--- src/sv/crpr_pkg.sv ---
// shared types, codes and reply tables of the cashless reader responder
package crpr_pkg;

  localparam int MaxReplyBytesDef = 34;
  localparam logic [15:0] MaxAmountRst = 16'd65000;

  // host command codes
  localparam logic [2:0] OP_RESET  = 3'd0;
  localparam logic [2:0] OP_SETUP  = 3'd1;
  localparam logic [2:0] OP_POLL   = 3'd2;
  localparam logic [2:0] OP_VEND   = 3'd3;
  localparam logic [2:0] OP_READER = 3'd4;
  localparam logic [2:0] OP_EXPAN  = 3'd5;

  // mode codes
  localparam logic [2:0] M_INACTIVE = 3'd0;
  localparam logic [2:0] M_DISABLED = 3'd1;
  localparam logic [2:0] M_ENABLED  = 3'd2;
  localparam logic [2:0] M_IDLE     = 3'd3;
  localparam logic [2:0] M_VEND     = 3'd4;

  // vend outcome codes
  localparam logic [1:0] O_NOTHING = 2'd0;
  localparam logic [1:0] O_CANCEL  = 2'd1;
  localparam logic [1:0] O_SUCCESS = 2'd2;
  localparam logic [1:0] O_FAILURE = 2'd3;

  // deferred reply codes
  localparam logic [2:0] D_NONE       = 3'd0;
  localparam logic [2:0] D_JUST_RESET = 3'd1;
  localparam logic [2:0] D_CONFIG     = 3'd2;
  localparam logic [2:0] D_ID         = 3'd3;
  localparam logic [2:0] D_EXP_ID     = 3'd4;
  localparam logic [2:0] D_OUT_SEQ    = 3'd5;
  localparam logic [2:0] D_DISPLAY    = 3'd6;

  // reply frame kinds handed from front to back
  localparam logic [3:0] F_ACK        = 4'd0;
  localparam logic [3:0] F_JUST_RESET = 4'd1;
  localparam logic [3:0] F_CONFIG     = 4'd2;
  localparam logic [3:0] F_ID         = 4'd3;
  localparam logic [3:0] F_EXP_ID     = 4'd4;
  localparam logic [3:0] F_OUT_SEQ    = 4'd5;
  localparam logic [3:0] F_DISPLAY    = 4'd6;
  localparam logic [3:0] F_CANCEL     = 4'd7;
  localparam logic [3:0] F_END        = 4'd8;
  localparam logic [3:0] F_MONEY      = 4'd9;

  localparam logic [1:0] N_NONE  = 2'd0;
  localparam logic [1:0] N_POWER = 2'd1;
  localparam logic [1:0] N_PRICE = 2'd2;

  // one queued reply job
  typedef struct packed {
    logic [3:0]  kind;
    logic [7:0]  head;
    logic [15:0] amount;
    logic [1:0]  note;
    logic [15:0] note_price;
  } job_t;

  // frame length in bytes
  function automatic logic [5:0] frame_len(input logic [3:0] kind);
    logic [5:0] n;
    case (kind)
      F_ACK:        n = 6'd1;
      F_JUST_RESET: n = 6'd2;
      F_CONFIG:     n = 6'd9;
      F_ID:         n = 6'd31;
      F_EXP_ID:     n = 6'd4;
      F_OUT_SEQ:    n = 6'd2;
      F_DISPLAY:    n = 6'd34;
      F_CANCEL:     n = 6'd2;
      F_END:        n = 6'd2;
      F_MONEY:      n = 6'd4;
      default:      n = 6'd1;
    endcase
    return n;
  endfunction

  // identity table
  function automatic logic [7:0] id_byte(input logic [4:0] i);
    logic [7:0] b;
    case (i)
      5'd0: b = 8'h09;  5'd1: b = 8'h43;  5'd2: b = 8'h4F;  5'd3: b = 8'h4D;
      5'd4, 5'd5, 5'd6, 5'd7, 5'd8, 5'd9: b = 8'h30;
      5'd10: b = 8'h31; 5'd11: b = 8'h34; 5'd12: b = 8'h35; 5'd13: b = 8'h33;
      5'd14: b = 8'h38; 5'd15: b = 8'h36; 5'd16: b = 8'h4E; 5'd17: b = 8'h45;
      5'd18: b = 8'h57; 5'd19: b = 8'h5F; 5'd20: b = 8'h45; 5'd21: b = 8'h55;
      5'd22: b = 8'h52; 5'd23: b = 8'h4F; 5'd24: b = 8'h4B; 5'd25: b = 8'h45;
      5'd26: b = 8'h59; 5'd27: b = 8'h20; 5'd28: b = 8'h02; 5'd29: b = 8'h01;
      5'd30: b = 8'hD3;
      default: b = 8'h00;
    endcase
    return b;
  endfunction

  // display table
  function automatic logic [7:0] disp_byte(input logic [5:0] i);
    logic [7:0] b;
    case (i)
      6'd0: b = 8'h02;  6'd1: b = 8'd100; 6'd2: b = 8'h2E;  6'd3: b = 8'h36;
      6'd4: b = 8'h39;  6'd5: b = 8'h3D;  6'd6: b = 8'h42;  6'd7: b = 8'h14;
      6'd8: b = 8'h3C;  6'd9: b = 8'h35;  6'd10: b = 8'h38; 6'd11: b = 8'h3D;
      6'd33: b = 8'h00;
      default: b = 8'h14;
    endcase
    return b;
  endfunction

  // config table
  function automatic logic [7:0] cfg_byte(input logic [3:0] i);
    logic [7:0] b;
    case (i)
      4'd0, 4'd1, 4'd4: b = 8'h01;
      4'd2: b = 8'h2A;
      4'd3: b = 8'h11;
      4'd6: b = 8'h0A;
      4'd8: b = 8'h48;
      default: b = 8'h00;
    endcase
    return b;
  endfunction

  // one byte of any frame
  function automatic logic [7:0] frame_byte(input job_t j, input logic [5:0] i);
    logic [7:0] b;
    logic [7:0] sum;
    sum = j.head + j.amount[15:8] + j.amount[7:0];
    case (j.kind)
      F_CONFIG:  b = cfg_byte(i[3:0]);
      F_ID:      b = id_byte(i[4:0]);
      F_EXP_ID: begin
        case (i[1:0])
          2'd0: b = 8'h01;
          2'd1: b = 8'h02;
          2'd2: b = 8'hFF;
          default: b = 8'h02;
        endcase
      end
      F_OUT_SEQ: b = 8'h0B;
      F_DISPLAY: b = disp_byte(i);
      F_CANCEL:  b = 8'h04;
      F_END:     b = 8'h07;
      F_MONEY: begin
        case (i[1:0])
          2'd0: b = j.head;
          2'd1: b = j.amount[15:8];
          2'd2: b = j.amount[7:0];
          default: b = sum;
        endcase
      end
      default:   b = 8'h00;
    endcase
    return b;
  endfunction

endpackage

--- src/sv/crpr_cmd_if.sv ---
// command and reply channel interfaces
interface crpr_cmd_if;
  logic        valid;
  logic        ready;
  logic [2:0]  op;
  logic [7:0]  sub_command;
  logic [15:0] price;
  logic [23:0] balance_in;
  modport source (output valid, op, sub_command, price, balance_in, input ready);
  modport sink (input valid, op, sub_command, price, balance_in, output ready);
endinterface

interface crpr_rsp_if;
  logic        valid;
  logic        ready;
  logic [7:0]  reply_byte;
  logic        last;
  logic [1:0]  notify;
  logic [15:0] notify_price;
  modport source (output valid, reply_byte, last, notify, notify_price, input ready);
  modport sink (input valid, reply_byte, last, notify, notify_price, output ready);
endinterface

--- src/sv/crpr_front.sv ---
// command decoder and protocol state holder
module crpr_front
  import crpr_pkg::*;
(
  input  logic        clk,
  input  logic        rst_n,
  input  logic        cfg_we,
  input  logic [15:0] cfg_wdata,
  input  logic        cmd_valid,
  output logic        cmd_ready,
  input  logic [2:0]  op,
  input  logic [7:0]  sub_command,
  input  logic [15:0] price,
  input  logic [23:0] balance_in,
  output logic        job_valid,
  input  logic        job_ready,
  output job_t        job
);

  logic [15:0] max_amount_r;
  logic [2:0]  mode_r, mode_nxt;
  logic [2:0]  pend_r, pend_nxt;
  logic [2:0]  defer_r, defer_nxt;
  logic [15:0] bal_r, bal_nxt;
  logic [15:0] cost_r, cost_nxt;
  logic [1:0]  outc_r, outc_nxt;
  logic        emit;
  logic [15:0] clip;

  // a transaction is taken only when the queue has room for its reply
  assign cmd_ready = job_ready;
  assign job_valid = cmd_valid && job_ready && emit;
  assign clip = (balance_in > {8'd0, max_amount_r}) ? max_amount_r : balance_in[15:0];

  // command decode
  always_comb begin
    mode_nxt = mode_r; pend_nxt = pend_r; defer_nxt = defer_r;
    bal_nxt = bal_r; cost_nxt = cost_r; outc_nxt = outc_r;
    emit = 1'b0;
    job = '{kind: F_ACK, head: 8'h00, amount: 16'd0, note: N_NONE, note_price: 16'd0};
    if (op == OP_RESET && mode_r <= M_VEND) begin
      defer_nxt = D_JUST_RESET; mode_nxt = M_INACTIVE; emit = 1'b1;
    end else begin
      unique case (mode_r)
        M_INACTIVE: begin
          if (op == OP_POLL) begin
            emit = 1'b1;
            if (defer_r != D_NONE) begin
              job.kind = {1'b0, defer_r}; defer_nxt = D_NONE;
              if (pend_r != M_INACTIVE) begin
                mode_nxt = pend_r; pend_nxt = M_INACTIVE;
              end
            end
          end else if (op == OP_SETUP) begin
            if (sub_command == 8'd0) begin
              defer_nxt = D_CONFIG; emit = 1'b1;
            end else if (sub_command == 8'd1) emit = 1'b1;
          end else if (op == OP_EXPAN && sub_command == 8'd0) begin
            defer_nxt = D_ID; pend_nxt = M_DISABLED; emit = 1'b1;
          end
        end
        M_DISABLED: begin
          if (op == OP_POLL) begin
            emit = 1'b1;
            if (defer_r != D_NONE) begin
              job.kind = {1'b0, defer_r}; defer_nxt = D_NONE;
            end
          end else if (op == OP_READER) begin
            if (sub_command == 8'd1) begin
              mode_nxt = M_ENABLED; emit = 1'b1; job.note = N_POWER;
            end else if (sub_command == 8'd0) emit = 1'b1;
            else if (sub_command == 8'd2) defer_nxt = D_OUT_SEQ;
          end else if (op == OP_EXPAN && sub_command == 8'd0) begin
            defer_nxt = D_EXP_ID; emit = 1'b1;
          end
        end
        M_ENABLED: begin
          if (op == OP_POLL) begin
            emit = 1'b1;
            if (balance_in != 24'd0) begin
              bal_nxt = clip; outc_nxt = O_NOTHING; mode_nxt = M_IDLE;
              job.kind = F_MONEY; job.head = 8'h03; job.amount = clip;
            end
          end else if (op == OP_READER) begin
            if (sub_command == 8'd0) begin
              defer_nxt = D_DISPLAY; emit = 1'b1;
            end else if (sub_command == 8'd1) emit = 1'b1;
          end
        end
        M_IDLE: begin
          if (op == OP_VEND) begin
            if (sub_command == 8'd0) begin
              cost_nxt = price; mode_nxt = M_VEND; emit = 1'b1;
            end else if (sub_command == 8'd1 || sub_command == 8'd4) emit = 1'b1;
          end else if (op == OP_POLL) begin
            case (outc_r)
              O_NOTHING: emit = 1'b1;
              O_CANCEL: begin
                emit = 1'b1; job.kind = F_CANCEL;
              end
              O_SUCCESS: begin
                emit = 1'b1; job.kind = F_END; mode_nxt = M_ENABLED;
                job.note = N_PRICE; job.note_price = cost_r;
              end
              default: emit = 1'b0;
            endcase
          end
        end
        M_VEND: begin
          if (op == OP_POLL) begin
            bal_nxt = bal_r - cost_r; emit = 1'b1;
            job.kind = F_MONEY; job.head = 8'h05; job.amount = bal_r - cost_r;
          end else if (op == OP_VEND) begin
            case (sub_command)
              8'd1: begin
                outc_nxt = O_CANCEL; emit = 1'b1;
              end
              8'd2, 8'd4: begin
                mode_nxt = M_IDLE; outc_nxt = O_SUCCESS; emit = 1'b1;
              end
              8'd3: begin
                outc_nxt = O_FAILURE; bal_nxt = bal_r + cost_r; emit = 1'b1;
              end
              default: emit = 1'b0;
            endcase
          end
        end
        default: emit = 1'b0;
      endcase
    end
  end

  // state registers
  always_ff @(posedge clk) begin
    if (!rst_n) begin
      max_amount_r <= MaxAmountRst;
      mode_r <= M_INACTIVE; pend_r <= M_INACTIVE; defer_r <= D_NONE;
      bal_r <= 16'd0; cost_r <= 16'd0; outc_r <= O_NOTHING;
    end else begin
      if (cfg_we) max_amount_r <= cfg_wdata;
      if (cmd_valid && cmd_ready) begin
        mode_r <= mode_nxt; pend_r <= pend_nxt; defer_r <= defer_nxt;
        bal_r <= bal_nxt; cost_r <= cost_nxt; outc_r <= outc_nxt;
      end
    end
  end

endmodule

--- src/sv/crpr_queue.sv ---
// small job queue between decoder and byte sender
module crpr_queue
  import crpr_pkg::*;
(
  input  logic clk,
  input  logic rst_n,
  input  logic in_v,
  output logic in_r,
  input  job_t in_d,
  output logic out_v,
  input  logic out_r,
  output job_t out_d
);

  job_t       mem_r [2];
  logic       wp_r, rp_r;
  logic [1:0] cnt_r;

  assign in_r  = (cnt_r != 2'd2);
  assign out_v = (cnt_r != 2'd0);
  assign out_d = mem_r[rp_r];

  // storage
  always_ff @(posedge clk) begin
    if (in_v && in_r) mem_r[wp_r] <= in_d;
  end

  // pointers
  always_ff @(posedge clk) begin
    if (!rst_n) begin
      wp_r <= 1'b0; rp_r <= 1'b0; cnt_r <= 2'd0;
    end else begin
      if (in_v && in_r) wp_r <= ~wp_r;
      if (out_v && out_r) rp_r <= ~rp_r;
      cnt_r <= cnt_r + {1'b0, in_v && in_r} - {1'b0, out_v && out_r};
    end
  end

endmodule

--- src/sv/crpr_back.sv ---
// reply byte sender with registered output
module crpr_back
  import crpr_pkg::*;
#(
  parameter int MaxReplyBytes = MaxReplyBytesDef
) (
  input  logic clk,
  input  logic rst_n,
  input  logic job_valid,
  output logic job_ready,
  input  job_t job,
  crpr_rsp_if.source rsp
);

  localparam int IdxW = $clog2(MaxReplyBytes + 1);

  logic [IdxW-1:0] idx_r;
  logic [IdxW-1:0] len;
  logic            is_last;
  logic            load;
  logic            ovalid_r;
  logic [7:0]      byte_r;
  logic            last_r;
  logic [1:0]      note_r;
  logic [15:0]     nprice_r;

  assign len = IdxW'(frame_len(job.kind));
  assign is_last = (idx_r == len - IdxW'(1));
  assign load = job_valid && (!ovalid_r || rsp.ready);
  assign job_ready = load && is_last;

  assign rsp.valid = ovalid_r;
  assign rsp.reply_byte = byte_r;
  assign rsp.last = last_r;
  assign rsp.notify = note_r;
  assign rsp.notify_price = nprice_r;

  // byte index walk
  always_ff @(posedge clk) begin
    if (!rst_n) begin
      idx_r <= '0; ovalid_r <= 1'b0;
    end else begin
      if (load) idx_r <= is_last ? '0 : idx_r + IdxW'(1);
      if (load) ovalid_r <= 1'b1;
      else if (rsp.ready) ovalid_r <= 1'b0;
    end
  end

  // output register
  always_ff @(posedge clk) begin
    if (load) begin
      byte_r   <= frame_byte(job, 6'(idx_r));
      last_r   <= is_last;
      note_r   <= job.note;
      nprice_r <= job.note_price;
    end
  end

endmodule

--- src/sv/cashless_reader_protocol_responder.sv ---
// cashless reader responder: command decode, job queue and reply sender
// path: each reply job is registered in the job queue, then each reply byte in the output register
// throughput: one reply byte per cycle while the receiver is ready; replies are 1 to 34
//   bytes long, and a command with no reply queues no job
// reset: synchronous active-low, mode inactive, max_amount 65000, queue empty
module cashless_reader_protocol_responder
  import crpr_pkg::*;
#(
  parameter int MaxReplyBytes = MaxReplyBytesDef
) (
  input  logic        clk,
  input  logic        rst_n,
  input  logic        cfg_we,
  input  logic [15:0] cfg_wdata,
  crpr_cmd_if.sink    in_ch,
  crpr_rsp_if.source  out_ch
);

  logic f_v, f_r, b_v, b_r;
  job_t f_d, b_d;

  crpr_front u_front (
    .clk, .rst_n, .cfg_we, .cfg_wdata,
    .cmd_valid(in_ch.valid), .cmd_ready(in_ch.ready),
    .op(in_ch.op), .sub_command(in_ch.sub_command),
    .price(in_ch.price), .balance_in(in_ch.balance_in),
    .job_valid(f_v), .job_ready(f_r), .job(f_d)
  );

  crpr_queue u_queue (
    .clk, .rst_n, .in_v(f_v), .in_r(f_r), .in_d(f_d),
    .out_v(b_v), .out_r(b_r), .out_d(b_d)
  );

  crpr_back #(.MaxReplyBytes(MaxReplyBytes)) u_back (
    .clk, .rst_n, .job_valid(b_v), .job_ready(b_r), .job(b_d), .rsp(out_ch)
  );

endmodule
--- src/flat_wrapper.sv ---
// flat-port wrapper written by rule: the top's interface ports become plain ports
module cashless_reader_protocol_responder_flat import crpr_pkg::*;
#(
  parameter int MaxReplyBytes = MaxReplyBytesDef
)
  (clk, rst_n, cfg_we, cfg_wdata, in_ch_valid, in_ch_op, in_ch_sub_command, in_ch_price, in_ch_balance_in, in_ch_ready, out_ch_valid, out_ch_reply_byte, out_ch_last, out_ch_notify, out_ch_notify_price, out_ch_ready);
  crpr_cmd_if in_ch_i ();
  crpr_rsp_if out_ch_i ();
  input  logic clk;
  input  logic rst_n;
  input  logic cfg_we;
  input  logic [15:0] cfg_wdata;
  input wire logic [$bits(in_ch_i.valid)-1:0] in_ch_valid;
  input wire logic [$bits(in_ch_i.op)-1:0] in_ch_op;
  input wire logic [$bits(in_ch_i.sub_command)-1:0] in_ch_sub_command;
  input wire logic [$bits(in_ch_i.price)-1:0] in_ch_price;
  input wire logic [$bits(in_ch_i.balance_in)-1:0] in_ch_balance_in;
  output wire logic [$bits(in_ch_i.ready)-1:0] in_ch_ready;
  output wire logic [$bits(out_ch_i.valid)-1:0] out_ch_valid;
  output wire logic [$bits(out_ch_i.reply_byte)-1:0] out_ch_reply_byte;
  output wire logic [$bits(out_ch_i.last)-1:0] out_ch_last;
  output wire logic [$bits(out_ch_i.notify)-1:0] out_ch_notify;
  output wire logic [$bits(out_ch_i.notify_price)-1:0] out_ch_notify_price;
  input wire logic [$bits(out_ch_i.ready)-1:0] out_ch_ready;
  assign in_ch_i.valid = in_ch_valid;
  assign in_ch_i.op = in_ch_op;
  assign in_ch_i.sub_command = in_ch_sub_command;
  assign in_ch_i.price = in_ch_price;
  assign in_ch_i.balance_in = in_ch_balance_in;
  assign in_ch_ready = in_ch_i.ready;
  assign out_ch_valid = out_ch_i.valid;
  assign out_ch_reply_byte = out_ch_i.reply_byte;
  assign out_ch_last = out_ch_i.last;
  assign out_ch_notify = out_ch_i.notify;
  assign out_ch_notify_price = out_ch_i.notify_price;
  assign out_ch_i.ready = out_ch_ready;
  cashless_reader_protocol_responder #(.MaxReplyBytes(MaxReplyBytes)) u_core (.clk(clk), .rst_n(rst_n), .cfg_we(cfg_we), .cfg_wdata(cfg_wdata), .in_ch(in_ch_i), .out_ch(out_ch_i));
endmodule
--- config.mk ---
export PLATFORM = sky130hd
export DESIGN_NAME = cashless_reader_protocol_responder_flat
export DESIGN_NICKNAME = d
export VERILOG_FILES = /design/src/sv/crpr_pkg.sv /design/src/sv/crpr_cmd_if.sv /design/src/sv/crpr_front.sv /design/src/sv/crpr_queue.sv /design/src/sv/crpr_back.sv /design/src/sv/cashless_reader_protocol_responder.sv /design/src/flat_wrapper.sv
export SDC_FILE = /design/constraint.sdc
export NUM_CORES = 1
export LEC_CHECK = 0
export ABC_AREA = 1
export BUFFER_PORTS_ARGS = -buffer_cell sky130_fd_sc_hd__buf_4
export CORE_ASPECT_RATIO = 1.2
export CORE_MARGIN = 5
export CORE_UTILIZATION = 43
export DETAILED_ROUTE_END_ITERATION = 10
export GPL_ROUTABILITY_DRIVEN = 0
export HOLD_SLACK_MARGIN = 0.02
export PLACE_DENSITY = 0.64
export SKIP_CTS_REPAIR_TIMING = 1
export SLEW_MARGIN = 20
export SYNTH_ARGS = -nofsm -noshare
export SYNTH_HDL_FRONTEND = slang
export SYNTH_SLANG_ARGS = --single-unit
--- constraint.sdc ---
create_clock -name clk -period 5.2 [get_ports clk]
set_input_delay 0.52 -clock clk [delete_from_list [all_inputs] [get_ports clk]]
set_output_delay 0.52 -clock clk [all_outputs]
set_load 0.005 [all_outputs]
## Word level (Yosys, flattened, before mapping)

Memories as Yosys holds them, arrays and structs flattened. A register that Yosys moved wholly into a read port is not among the register bits.
Cells that the tools add are included.

- Register bits after elaboration: 97
- Bits in writable memories: 92
- Memory bits (read-only): 800
- Input bits: 72
- Output and inout port bits: 29
- Word-level logic and storage cells: 242
- Memories: 4

Memories:

| name | depth | bits a word | rd ports | clocked after Yosys merged registers in | write ports | line | source |
|---|---|---|---|---|---|---|---|
| (no name shown) | 64 | 7 | 1 | 1 | 0 | crpr_pkg.sv:101 | `case (i)` |
| (no name shown) | 32 | 8 | 1 | 1 | 0 | crpr_pkg.sv:84 | `case (i)` |
| (no name shown) | 16 | 6 | 1 | 0 | 0 | crpr_pkg.sv:65 | `case (kind)` |
| u_core.u_queue.mem_r | 2 | 46 | 1 | 1 | 1 | crpr_queue.sv:15 | `job_t mem_r [2];` |

- Add/sub/neg operators: 8
- $lt $le $gt $ge: 2
- Equality and inequality tests: 66
- Mux-type cells: 106
- Bitwise operators: 3
- Reduce and logical (&&, ||, !) cells: 37

Operators by type and width:

| kind | count |
|---|---|
| two-way mux 3 bit | 38 |
| two-way mux 16 bit | 7 |
| two-way mux 28 bit | 3 |
| case mux 8 bit (8 select lines) | 1 |
| two-way mux 18 bit | 3 |
| case mux 24 bit (2 select lines) | 1 |
| two-way mux 46 bit | 1 |
| inequality test 3 bit (second input constant) | 14 |
| case mux 7 bit (5 select lines) | 1 |
| case mux 16 bit (2 select lines) | 1 |
| inequality test 5 bit (second input constant) | 6 |
| two-way mux 1 bit | 29 |
| == test 4 x 3 -> 1 bit (second input constant) | 6 |
| greater-than comparator 24 x 16 -> 1 bit | 1 |
| case mux 8 bit (3 select lines) | 1 |
| nonzero test 24 bit | 1 |
| two-way mux 6 bit | 3 |
| adder 16 bit | 1 |
| adder 8 bit | 2 |
| == test 4 x 2 -> 1 bit (second input constant) | 4 |
| == test 8 x 2 -> 1 bit (second input constant) | 2 |
| case mux 4 bit (4 select lines) | 1 |
| case mux 8 bit (2 select lines) | 1 |
| AND reduction 16 bit | 1 |
| other kinds (50) | 93 |

## Logic depth before layout (Yosys ltp)

Gate-level depths: netlist of the first run.

- Word-level depth: 11
- Mapped depth: 27
- Depth with buffers taken out: 25

## By module

A second synthesis of the first run with hierarchy kept.

- Cells, all modules: 1611
- Area total of the unflattened synthesis: 13035.0 um^2

Modules (own cells, without submodules):

| module | times used | cells an instance | area an instance (um^2) | sequential area each (um^2) |
|---|---|---|---|---|
| crpr_front | 1 | 1043 | 5950.7 | 1141.1 |
| crpr_queue | 1 | 179 | 3757.4 | 2862.7 |
| crpr_back | 1 | 389 | 3326.9 | 1251.2 |

## Least setup slack after synthesis of the first run

OpenSTA, ideal clock, no wires.

- Path type: input port to flip-flop
- Start point: input in_ch_sub_command[7]
- End point: memory u_core.u_queue.mem_r[0][0] (netlist bit) (enable)
- Library setup time: 439 ps
- Data arrival time: 3358 ps
- Data required time: 4761 ps
- Slack: 1403 ps
- Stages on the path: 15
- Buffers on the path: 0
- Cells stage by stage: nor2_1 nand2_1 nor2_1 nand2_1 nor2_1 inv_1 a21oi_1 inv_1 nor2_1 o21ai_0 nand2_1 o21ai_0 nand2_1 nand2_1 nor2_1

- Longest elaborated chain between the ends: 11
- Elaborated cells on any way between the ends: 31
- Classes of those cells: 4 x eq/ne; 21 x mux; 6 x reduce/logical

RTL lines:

| what | line | source |
|---|---|---|
| start: declaration | flat_wrapper.sv:15 | `input wire logic [$bits(in_ch_i.sub_command)-1:0] in_ch_sub_command;` |
| == test 8 x 1 -> 1 bit, or another cell as far along | - |  |
| OR reduction 4 bit (no source line), or another cell as far along | - |  |
| two-way mux 1 bit, on equally long branches (3 in a row) | - |  |
| case mux 1 bit (5 select lines) * | crpr_front.sv:44 | `unique case (mode_r)` |
| two-way mux 1 bit * | crpr_front.sv:41 | `if (op == OP_RESET && mode_r <= M_VEND) begin` |
| logical AND 1 bit * | crpr_front.sv:32 | `assign job_valid = cmd_valid && job_ready && emit;` |
| logical AND 1 bit * | crpr_queue.sv:25 | `if (in_v && in_r) mem_r[wp_r] <= in_d;` |
| two-way mux 1 bit * | crpr_queue.sv:25 |  |
| two-way mux 1 bit (not written as such) * | crpr_queue.sv:25 |  |
| end: declaration | crpr_queue.sv:15 |  |

Mark *: on every way between the ends. The rest lies on a longest branch, timed or not.

==> flow_summary.yaml, run 1 <==
timing:
  skew_ns: 0.0156
  fin_crit_sh_pct: 70.7
  tightest_slew_ns: 1.00
  max_freq_mhz: 272
  period_minus_slack_ns: 3.68
  max_slew_margin_pct: 32.9
  fin_setup_tns_ns: 0
  finalSetupViolations: 0
  drv_slew: 0
  rsz0062_at_grt: "false"
  hold_viol_final: 0
final_layout:
  multi_input_area_sq_mm: 0.00562
  n_antenna_cell: 0
  drive_above_1_share_pct: 12.3
  area_growth_pct: 13.9
  fill_cells: 2539
  post-route-util_pct: 49.8
  final_area_sq_mm: 0.0132
  layout.nets: 1696
  regArea_sq_mm: 0.00495
detailed_routing:
  wire_per_inst_um: 16.1
  vias: 10014
  ant_nets: 0
  drc_errors: 0
  routed_wirelength_um: 30400
  via_per_inst: 5.28
  drt-initial-drc-count: 753
  drt_first_pass_iters: 5
yosys:
  synth-edff-count: 109
  synth_top_area_share_pct: 28.3
  ys_warn_count: 0
  ys_ff_latch: 193
  netlist_top_cells_area: "edfxtp_1, dfxtp_1, nand2_1"
  syn_area_sq_mm: 0.0115
  syn_avg_cell_area_sq_um: 7.87
  yosysTopAreaCell: "edfxtp_1"
  synth.most_common_cell: "nand2_1"
  synth_cell_types: 52
  syn_nets: 1616
  syn_inst: 1467
  ys.flop_type: "edfxtp_1"
  synthArstFlopShare_pct: 0
  ys_seq_area_share_pct: 42.9
  synth_common_cells: "nand2_1, inv_1, nor2_1"
clock_tree:
  clkTransAtPathRegs_ns: 0.08
  clk_latency_ns: 0.44
  htreeDepth: 4
  cts_tree: "yes"
  cts_sinks: 193
  cts_buffer_depth: 2
  cts_buffers: 17
  cts-root-buf: "clkbuf_16"
setup_path:
  endpoint_kind: "register"
  reg2reg_depth: 24
  path_delay_family: "simple AND/OR/NAND/NOR gates"
  critPathArrivalTime_ns: 4.06
  max_stage_delay_ns: 0.41
  rrSetupSlack_ns: 1.52
  path_cells: "inv_6 -> nand2_1 -> nand2_4 -> nor2_4 -> nand2_1 -> inv_1 -> a221oi_1 -> ha_1 -> xor2_1 -> nand3_1 -> nor2_1 -> nand2_1 -> nor2_4 -> nand3_4 -> nand2_2 -> inv_2 -> nand2_1 -> inv_1 -> ha_1 -> inv_1 -> nand2_2 -> a21oi_1 -> nand2_1 -> nand2_1"
  cp_max_fo: 43
  required_ns: 5.58
  start_kind: "register"
  crit_slowest_cell: "dfxtp_1"
  critPathMostFrequentCell: "nand2_1"
  worst-setup-path-type: "reg -> reg"
  worst-path-buf-inv: 5
grt:
  grt_first_pass_wirelength_um: 49600
  track_usage_pct: 20.2
  grt_antenna_before_repair: 0
  grt_pass1_vias: 9721
  overflow: 0
  grt_max_degree: 46
placement:
  place_area_sq_mm: 0.0126
  numPortBuffers: 100
  hpwl_um: 22900
hold_path:
  hold_depth: 3
  whs_endpoint: "u_core.u_front.max_amount_r[11]"
  hp-start: "cfg_wdata[11]"
  hold_path_class: "in -> reg"
floorplan:
  dieWidth_um: 160
  core_area_sq_mm: 0.0264
  die_area_sq_mm: 0.0302
  rows: 65
  num_io_pins: 101
  die_y_um: 190
  start_util_pct: 43.7
power:
  ir_drop_v: 0.000196
  p_per_area_mw_per_mm2: 273
  power.leakage_nw: 6.04
status:
  outcome: "complete, no violations"
job:
  maxCapViolations: 0
-- worst reg2reg max path, stage by stage (launching register included) --
cell	delay, ns
dfxtp_1	0.41
inv_6	0.31
nand2_1	0.15
nand2_4	0.15
nor2_4	0.06
nand2_1	0.07
inv_1	0.08
a221oi_1	0.23
ha_1	0.29
xor2_1	0.13
nand3_1	0.08
nor2_1	0.14
nand2_1	0.11
nor2_4	0.12
nand3_4	0.12
nand2_2	0.11
inv_2	0.07
nand2_1	0.22
inv_1	0.15
ha_1	0.22
inv_1	0.08
nand2_2	0.07
a21oi_1	0.16
nand2_1	0.06
nand2_1	0.06
-- stage by stage --
step           setup slack [ns]  power [W]  cells  hold slack, ns
5_1_grt                    1.13    0.00375   1895           0.282
3_3_place_gp               1.61    0.00230   1863           0.437
6_report                   1.52    0.00358   1895           0.288
3_5_place_dp               1.52    0.00231   1863           0.450
2_1_floorplan              1.40    0.00211   1467           0.426
4_1_cts                    1.49    0.00361   1895           0.273
-- power by group --
part	leakage [nW]	switching, W	internal [W]
logic	4.13	0.000344	0.000215
registers	1.64	0.0000331	0.00168
clock network	0.277	0.000614	0.000698
-- sequential cells by signal, summed over array words and instances, names as in the netlist, named ones only --
name / cells
u_core.u_front.outc_r: 2
u_core.u_front.defer_r: 3
u_core.u_queue.wp_r: 1
u_core.u_back.rsp.last: 1
u_core.u_front.pend_r: 1
u_core.u_front.cost_r: 16
u_core.u_back.rsp.reply_byte: 8
u_core.u_back.rsp.notify_price: 16
u_core.u_queue.cnt_r: 2
u_core.u_front.mode_r: 3
u_core.u_queue.mem_r: 82
u_core.u_front.max_amount_r: 16
u_core.u_back.idx_r: 6
u_core.u_back.rsp.valid: 1
u_core.u_queue.rp_r: 1
u_core.u_back.rsp.notify: 2
u_core.u_front.bal_r: 16
-- area by class of cell --
cell class / instances / share of cell area (%)
repair buffers: 107 / 6.11
clock inverters: 12 / 0.942
inverters: 206 / 5.92
well taps: 335 / 3.19
multi-input cells: 1022 / 42.7
flip-flops and latches: 193 / 37.7
clock buffers: 20 / 3.47
-- worst max path at each step --
stage / to / cells past startpoint
after floorplan: u_core.u_queue.mem_r[0][0] / 15
after global placement: register / 24
after detailed placement: register / 24
after CTS: register / 24
after global routing: register / 24
final: register / 24
-- cells in the final DEF, fill, tap and decap left out, types with 5 or more instances in the layout --
master and instances:
nand2_4 6, xor2_1 14, nor3_1 16, edfxtp_1 109
a31oi_1 9, o31ai_1 6, a21oi_1 127, clkbuf_16 17
nor2_1 131, nand2_2 10, o21ai_1 8, nand2_1 319
nand4_1 23, nor2_4 8, buf_4 107, ha_1 71
nor4_1 6, o21ai_0 123, a211oi_1 6, nand3_1 65
inv_2 8, o21bai_1 5, fa_1 6, dfxtp_1 84
inv_1 197, o211ai_1 10, or2_2 12, a221oi_1 7
-- cells by family (layout without fill, tap and decap cells) --
family	after synthesis	in the layout	share of synthesized area, %
and+or+nand+nor	608	608	23.1
DFF	193	193	42.9
muxes	2	2	0.173
AOI/OAI and AO/OA	319	319	15.2
buffers and inverters	252	345	8.60
adders and majority gates	77	77	8.73
xor gates and xnor gates	16	16	1.21
-- per-layer routing --
metal / vias to the layer above / share of wire, % / global-route usage, %
met5: - / 0 / 0
met4: 0 / 2.6 / 7.08
met3: 53 / 4.7 / 3.27
met2: 300 / 50 / 34.9
met1: 4601 / 43 / 25.6
li1: 5060 / - / -
Note: power is estimated with default switching activity, not from simulation.
==> run 2: changes to the inputs <==
PLACE_DENSITY = 0.66   (was 0.64)
clock period = 3.25 ns   (was 5.2 ns; I/O delays follow)
==> run 2 against run 1 <==
- die area did not move
- non-clock buffer count rose by 60
- critical path depth fell by 5
- first-iteration DRC count fell by 15%
- combinational power rose by 75%
- sequential cell count did not move
- register-to-register slack got worse by 1.4 ns
- fmax rose by 19%
- clock power rose by 64%
- critical path type unchanged
- largest cell class unchanged
==> flow_summary.yaml, run 2 (same netlist as run 1, synthesis figures left out) <==
setup_path:
  critPathMostFrequentCell: "nor2_1"
  start_kind: "register"
  crit_slowest_cell: "fa_1"
  path_cells: "buf_12 -> buf_6 -> nand2_2 -> nand2_2 -> fa_1 -> ha_2 -> fa_2 -> nand2_1 -> inv_1 -> nor2_1 -> nor2_1 -> nor2_1 -> nor2_1 -> nor2_1 -> nor2_1 -> nor2_1 -> xnor2_1 -> o211ai_1 -> nand3_1"
  cp_max_fo: 11
  max_stage_delay_ns: 0.48
  worst-setup-path-type: "reg -> reg"
  path_delay_family: "adder cells"
  worst-path-buf-inv: 3
  endpoint_kind: "register"
  critPathArrivalTime_ns: 3.28
  required_ns: 3.44
timing:
  max_freq_mhz: 324
  setup_slack_ns: 0.160
  rsz0062_at_grt: "true"
  fin_crit_sh_pct: 95.1
  skew_ns: 0.0129
  max_slew_margin_pct: 58.6
  period_minus_slack_ns: 3.09
  tightest_slew_ns: 0.620
  finalSetupViolations: 0
  drv_slew: 0
  hold_viol_final: 0
  hold_ws_ns: 0.0944
detailed_routing:
  drc_errors: 0
  vias: 10288
  ant_nets: 0
  drt_first_pass_iters: 6
  drt-initial-drc-count: 639
  routed_wirelength_um: 30500
  wire_per_inst_um: 15.6
  via_per_inst: 5.26
placement:
  hpwl_um: 23200
  numPortBuffers: 100
  dp_slack_ns: -0.0709
grt:
  track_usage_pct: 20.2
  grt_pass1_vias: 10060
  grt_max_degree: 45
  grt_first_pass_wirelength_um: 49800
  grt_antenna_before_repair: 0
  overflow: 0
final_layout:
  final_common_cell: "nand2_1"
  top_register: "u_core.u_queue.mem_r"
  drive_above_1_share_pct: 17.4
  largest_register_ffs: 82
  layout_common_cells: "nand2_1, inv_1, buf_4"
  fill_cells: 2518
  area_growth_pct: 19.3
  layout.nets: 1757
  n_antenna_cell: 0
floorplan:
  die_area_sq_mm: 0.0302
  start_util_pct: 43.7
  core_area_sq_mm: 0.0264
  num_io_pins: 101
  rows: 65
  die_y_um: 190
  dieWidth_um: 160
clock_tree:
  cts_tree: "yes"
  cts_buffer_depth: 2
  htreeDepth: 4
  cts-root-buf: "clkbuf_16"
  cts_sinks: 193
  clk_latency_ns: 0.44
  cts_buffers: 17
  clkTransAtPathRegs_ns: 0.07
power:
  ir_drop_v: 0.000342
  combPwrFrac_pct: 16.7
  p_per_area_mw_per_mm2: 426
  swShare_pct: 27.5
  power_frac_seq_pct: 46.7
  p_int_w: 0.00425
  power.leakage_nw: 6.36
  clkPwrFrac_pct: 36.6
  power_switching_w: 0.00161
hold_path:
  hold_path_class: "in -> reg"
status:
  outcome: "complete, no violations"
job:
  maxCapViolations: 0
[run 2: cell types whose count changed in the layout (fill, tap and decap cells not counted), moves of 3 or more]
cell / previous run / this run
nand2_1: 319 / 306
inv_1: 197 / 192
inv_2: 8 / 13
buf_4: 107 / 162
clkinv_8: 0 / 3
buf_12: 0 / 3
nand2_2: 10 / 22
[run 2: path summary, 6_finish.rpt]
check,start,to,slack (ns),cells after the start
setup / recovery,register,u_core.u_back.rsp.reply_byte[7],0.16,19
hold / removal,cfg_wdata[12],u_core.u_front.max_amount_r[12],0.09,3
setup reg to reg,register,u_core.u_back.rsp.reply_byte[7],0.16,19
hold reg to reg,u_core.u_queue.rp_r,register,0.45,1
[run 2: layout make-up]
cell class              instances  area, sq um  share of cell area [%]
multi-input cells            1022         5700                    41.3
flip-flops and latches        193         4960                    36.0
repair buffers                167         1300                    9.43
inverters                     206          786                    5.70
clock buffers                  18          429                    3.12
well taps                     335          419                    3.04
clock inverters                14          178                    1.29
repair inverters                1         11.3                  0.0817
[run 2: worst register-to-register path, cell delays in order (launching register included)]
cell and delay, ns:
dfxtp_4 0.36, buf_12 0.13, buf_6 0.14, nand2_2 0.06, nand2_2 0.07, fa_1 0.48, ha_2 0.20, fa_2 0.34
nand2_1 0.06, inv_1 0.04, nor2_1 0.08, nor2_1 0.04, nor2_1 0.12, nor2_1 0.08, nor2_1 0.10, nor2_1 0.05
nor2_1 0.13, xnor2_1 0.08, o211ai_1 0.18, nand3_1 0.09
[run 2: routing by layer]
layer	up-vias	global-route usage [%]	wire length, um
li1	5174	-	-
met1	4687	25.1	12800
met5	-	0	0
met4	0	8.25	1070
met3	78	3.14	1620
met2	349	35.1	14900
[run 2: power by group through the flow]
stage	registers, W	logic [W]	clock network (W)
final	0.00274	0.000978	0.00215
after global routing	0.00275	0.00110	0.00230
after CTS	0.00274	0.000944	0.00219
after detailed placement	0.00280	0.000939	0
after global placement	0.00280	0.000925	0
after floorplan	0.00278	0.000588	0
[run 2: through the flow]
step	setup TNS, ns	cell area (sq um)	util, %	std cells	power (W)
global placement	0	13000	49.2	1916	0.00372
finish	0	13800	52.1	1956	0.00587
floorplan	0	11600	-	1467	0.00337
detailed placement	-0.202	13000	49.2	1916	0.00374
global route	-0.250	13800	52.1	1956	0.00616
CTS	-0.513	13600	51.5	1948	0.00588
==> run 3: changes to the inputs <==
ABC_AREA = default   (was 1)
==> run 3 against run 2 <==
- the run now ends with setup timing left
- largest power group unchanged
- core utilization increased by 1.9 points
- largest cell class unchanged
- synthesized cell count decreased by 17%
- sequential power decreased by 1%
- first-iteration DRC count decreased by 0.94%
- synthesized area increased by 2.5%
- critical path depth decreased by 3
- fmax decreased by 15%
==> flow_summary.yaml, run 3 <==
detailed_routing:
  drt-initial-drc-count: 633
  routed_wirelength_um: 32900
  ant_nets: 0
  wire_per_inst_um: 19.0
  drc_errors: 0
  vias: 10058
  drt_first_pass_iters: 5
  via_per_inst: 5.81
timing:
  max_slew_margin_pct: 47.1
  skew_ns: 0.0134
  hold_viol_final: 0
  finalSetupViolations: 17
  setup_slack_ns: -0.386
  drv_slew: 0
  fin_crit_sh_pct: 112
  rsz0062_at_grt: "true"
  period_minus_slack_ns: 3.64
  tightest_slew_ns: 0.788
  max_freq_mhz: 275
yosys:
  synth-edff-count: 109
  yosysTopAreaCell: "edfxtp_1"
  synth_top_area_share_pct: 27.7
  syn_area_sq_mm: 0.0118
  ys_seq_area_share_pct: 41.9
  netlist_top_cells_area: "edfxtp_1, dfxtp_1, ha_1"
  ys_ff_latch: 193
  synth_common_cells: "edfxtp_1, nor2_1, dfxtp_1"
  synth.most_common_cell: "edfxtp_1"
  ys_warn_count: 0
  ys.flop_type: "edfxtp_1"
  synth_cell_types: 94
  synthArstFlopShare_pct: 0
  syn_nets: 1365
  syn_avg_cell_area_sq_um: 9.73
  syn_inst: 1216
setup_path:
  critPathArrivalTime_ns: 3.97
  worst-path-buf-inv: 4
  worst-setup-path-type: "reg -> reg"
  critPathMostFrequentCell: "inv_2"
  rrSetupSlack_ns: -0.39
  path_delay_family: "compound AO/OA/AOI/OAI gates"
  max_stage_delay_ns: 0.61
  cp_max_fo: 5
  crit_slowest_cell: "or4_4"
  path_cells: "buf_12 -> buf_6 -> mux2_4 -> o31ai_4 -> ha_2 -> inv_2 -> o311ai_2 -> o211ai_1 -> or4_4 -> o311ai_4 -> a21oi_4 -> inv_2 -> ha_4 -> a21oi_2 -> o221ai_1 -> o31a_1"
  start_kind: "register"
  endpoint_kind: "register"
  required_ns: 3.58
  reg2reg_depth: 16
floorplan:
  dieWidth_um: 161
  num_io_pins: 101
  die_y_um: 192
  core_area_sq_mm: 0.0272
  rows: 66
  start_util_pct: 43.6
  die_area_sq_mm: 0.0310
grt:
  track_usage_pct: 20.6
  grt_pass1_vias: 9605
  grt_first_pass_wirelength_um: 50700
  grt_antenna_before_repair: 0
  overflow: 0
  grt_max_degree: 43
placement:
  numPortBuffers: 100
  dp.cells: 1683
  dp_slack_ns: -0.358
  hpwl_um: 24100
final_layout:
  area_growth_pct: 24.0
  n_antenna_cell: 0
  top_register: "u_core.u_queue.mem_r"
  layout_common_cells: "buf_4, edfxtp_1, nor2_1"
  drive_above_1_share_pct: 26.7
  final_cells: 1732
  layout.nets: 1528
  largest_register_ffs: 82
  fill_cells: 2366
  final_common_cell: "buf_4"
clock_tree:
  htreeDepth: 4
  cts_sinks: 193
  cts_buffer_depth: 2
  cts_buffers: 17
  clkTransAtPathRegs_ns: 0.08
  cts-root-buf: "clkbuf_16"
  clk_latency_ns: 0.44
  cts_tree: "yes"
job:
  maxCapViolations: 0
hold_path:
  whs_endpoint: "u_core.u_front.max_amount_r[8]"
  hp-start: "cfg_wdata[8]"
  hold_depth: 3
  hold_path_class: "in -> reg"
power:
  ir_drop_v: 0.000320
  power.leakage_nw: 5.74
  p_per_area_mw_per_mm2: 396
status:
  violations: "setup timing"
  outcome: "complete, but fails checks"
==> run 3: cell count changes after synthesis, sizes merged, moves of 45 or more <==
| cell | change |
|---|---|
| nand2 | -256 |
| mux2i | +45 |
| a21oi | -47 |
| inv | -137 |
| o21ai | -55 |
| nor2 | -49 |
==> run 3: routing by layer <==
layer	GRT usage, %	vias to the layer above	part of all wire (%)
li1	-	4847	-
met1	25.6	4817	41
met2	35.5	320	50
met3	2.90	74	3.9
met4	9.42	0	4.3
met5	0	-	0
==> run 3: worst reg2reg max path: stages (launching register included) <==
cell and delay, ns:
dfxtp_4 0.37, buf_12 0.13, buf_6 0.11, mux2_4 0.32
o31ai_4 0.17, ha_2 0.23, inv_2 0.05, o311ai_2 0.07
o211ai_1 0.14, or4_4 0.61, o311ai_4 0.40, a21oi_4 0.15
inv_2 0.10, ha_4 0.21, a21oi_2 0.11, o221ai_1 0.12
o31a_1 0.24
==> run 3: worst max path at each step <==
stage	end	slack, ns	cells after the start
final	register	-0.39	16
after global routing	register	-0.52	17
after CTS	register	-0.37	16
after detailed placement	register	-0.36	16
after global placement	register	-0.25	17
after floorplan	register	-0.47	17
==> run 3: power by group <==
group          switching, W  internal (W)
Combinational      0.000456      0.000404
Sequential        0.0000436       0.00266
Clock               0.00107       0.00119
==> run 3: area by class of cell <==
| cell class | count | area, sq um | area share (%) |
|---|---|---|---|
| repair buffers | 217 | 1730 | 11.8 |
| clock inverters | 15 | 216 | 1.47 |
| multi-input cells | 880 | 6660 | 45.4 |
| well taps | 340 | 425 | 2.90 |
| flip-flops and latches | 193 | 4960 | 33.8 |
| clock buffers | 17 | 425 | 2.90 |
| inverters | 70 | 263 | 1.79 |
==> run 3: kinds of logic after synthesis <==
family / share of synthesized area, %
buf+inv: 4.75
fa+ha+maj: 8.61
flops: 41.9
mux: 8.04
compound gates: 19.4
simple gates: 13.5
xor+xnor: 3.77
==> run 3: through the flow <==
stage | hold WS, ns | utilization, % | setup TNS, ns | instance area [sq um] | power, W
detailed placement | 0.483 | 50.2 | -4.06 | 13600 | 0.00355
global placement | 0.479 | 50.2 | -2.19 | 13600 | 0.00354
CTS | 0.0919 | 52.6 | -4.49 | 14300 | 0.00580
global route | 0.104 | 54.0 | -5.69 | 14700 | 0.00606
floorplan | 0.455 | - | -4.27 | 12000 | 0.00322
finish | 0.108 | 54.0 | -3.17 | 14700 | 0.00582
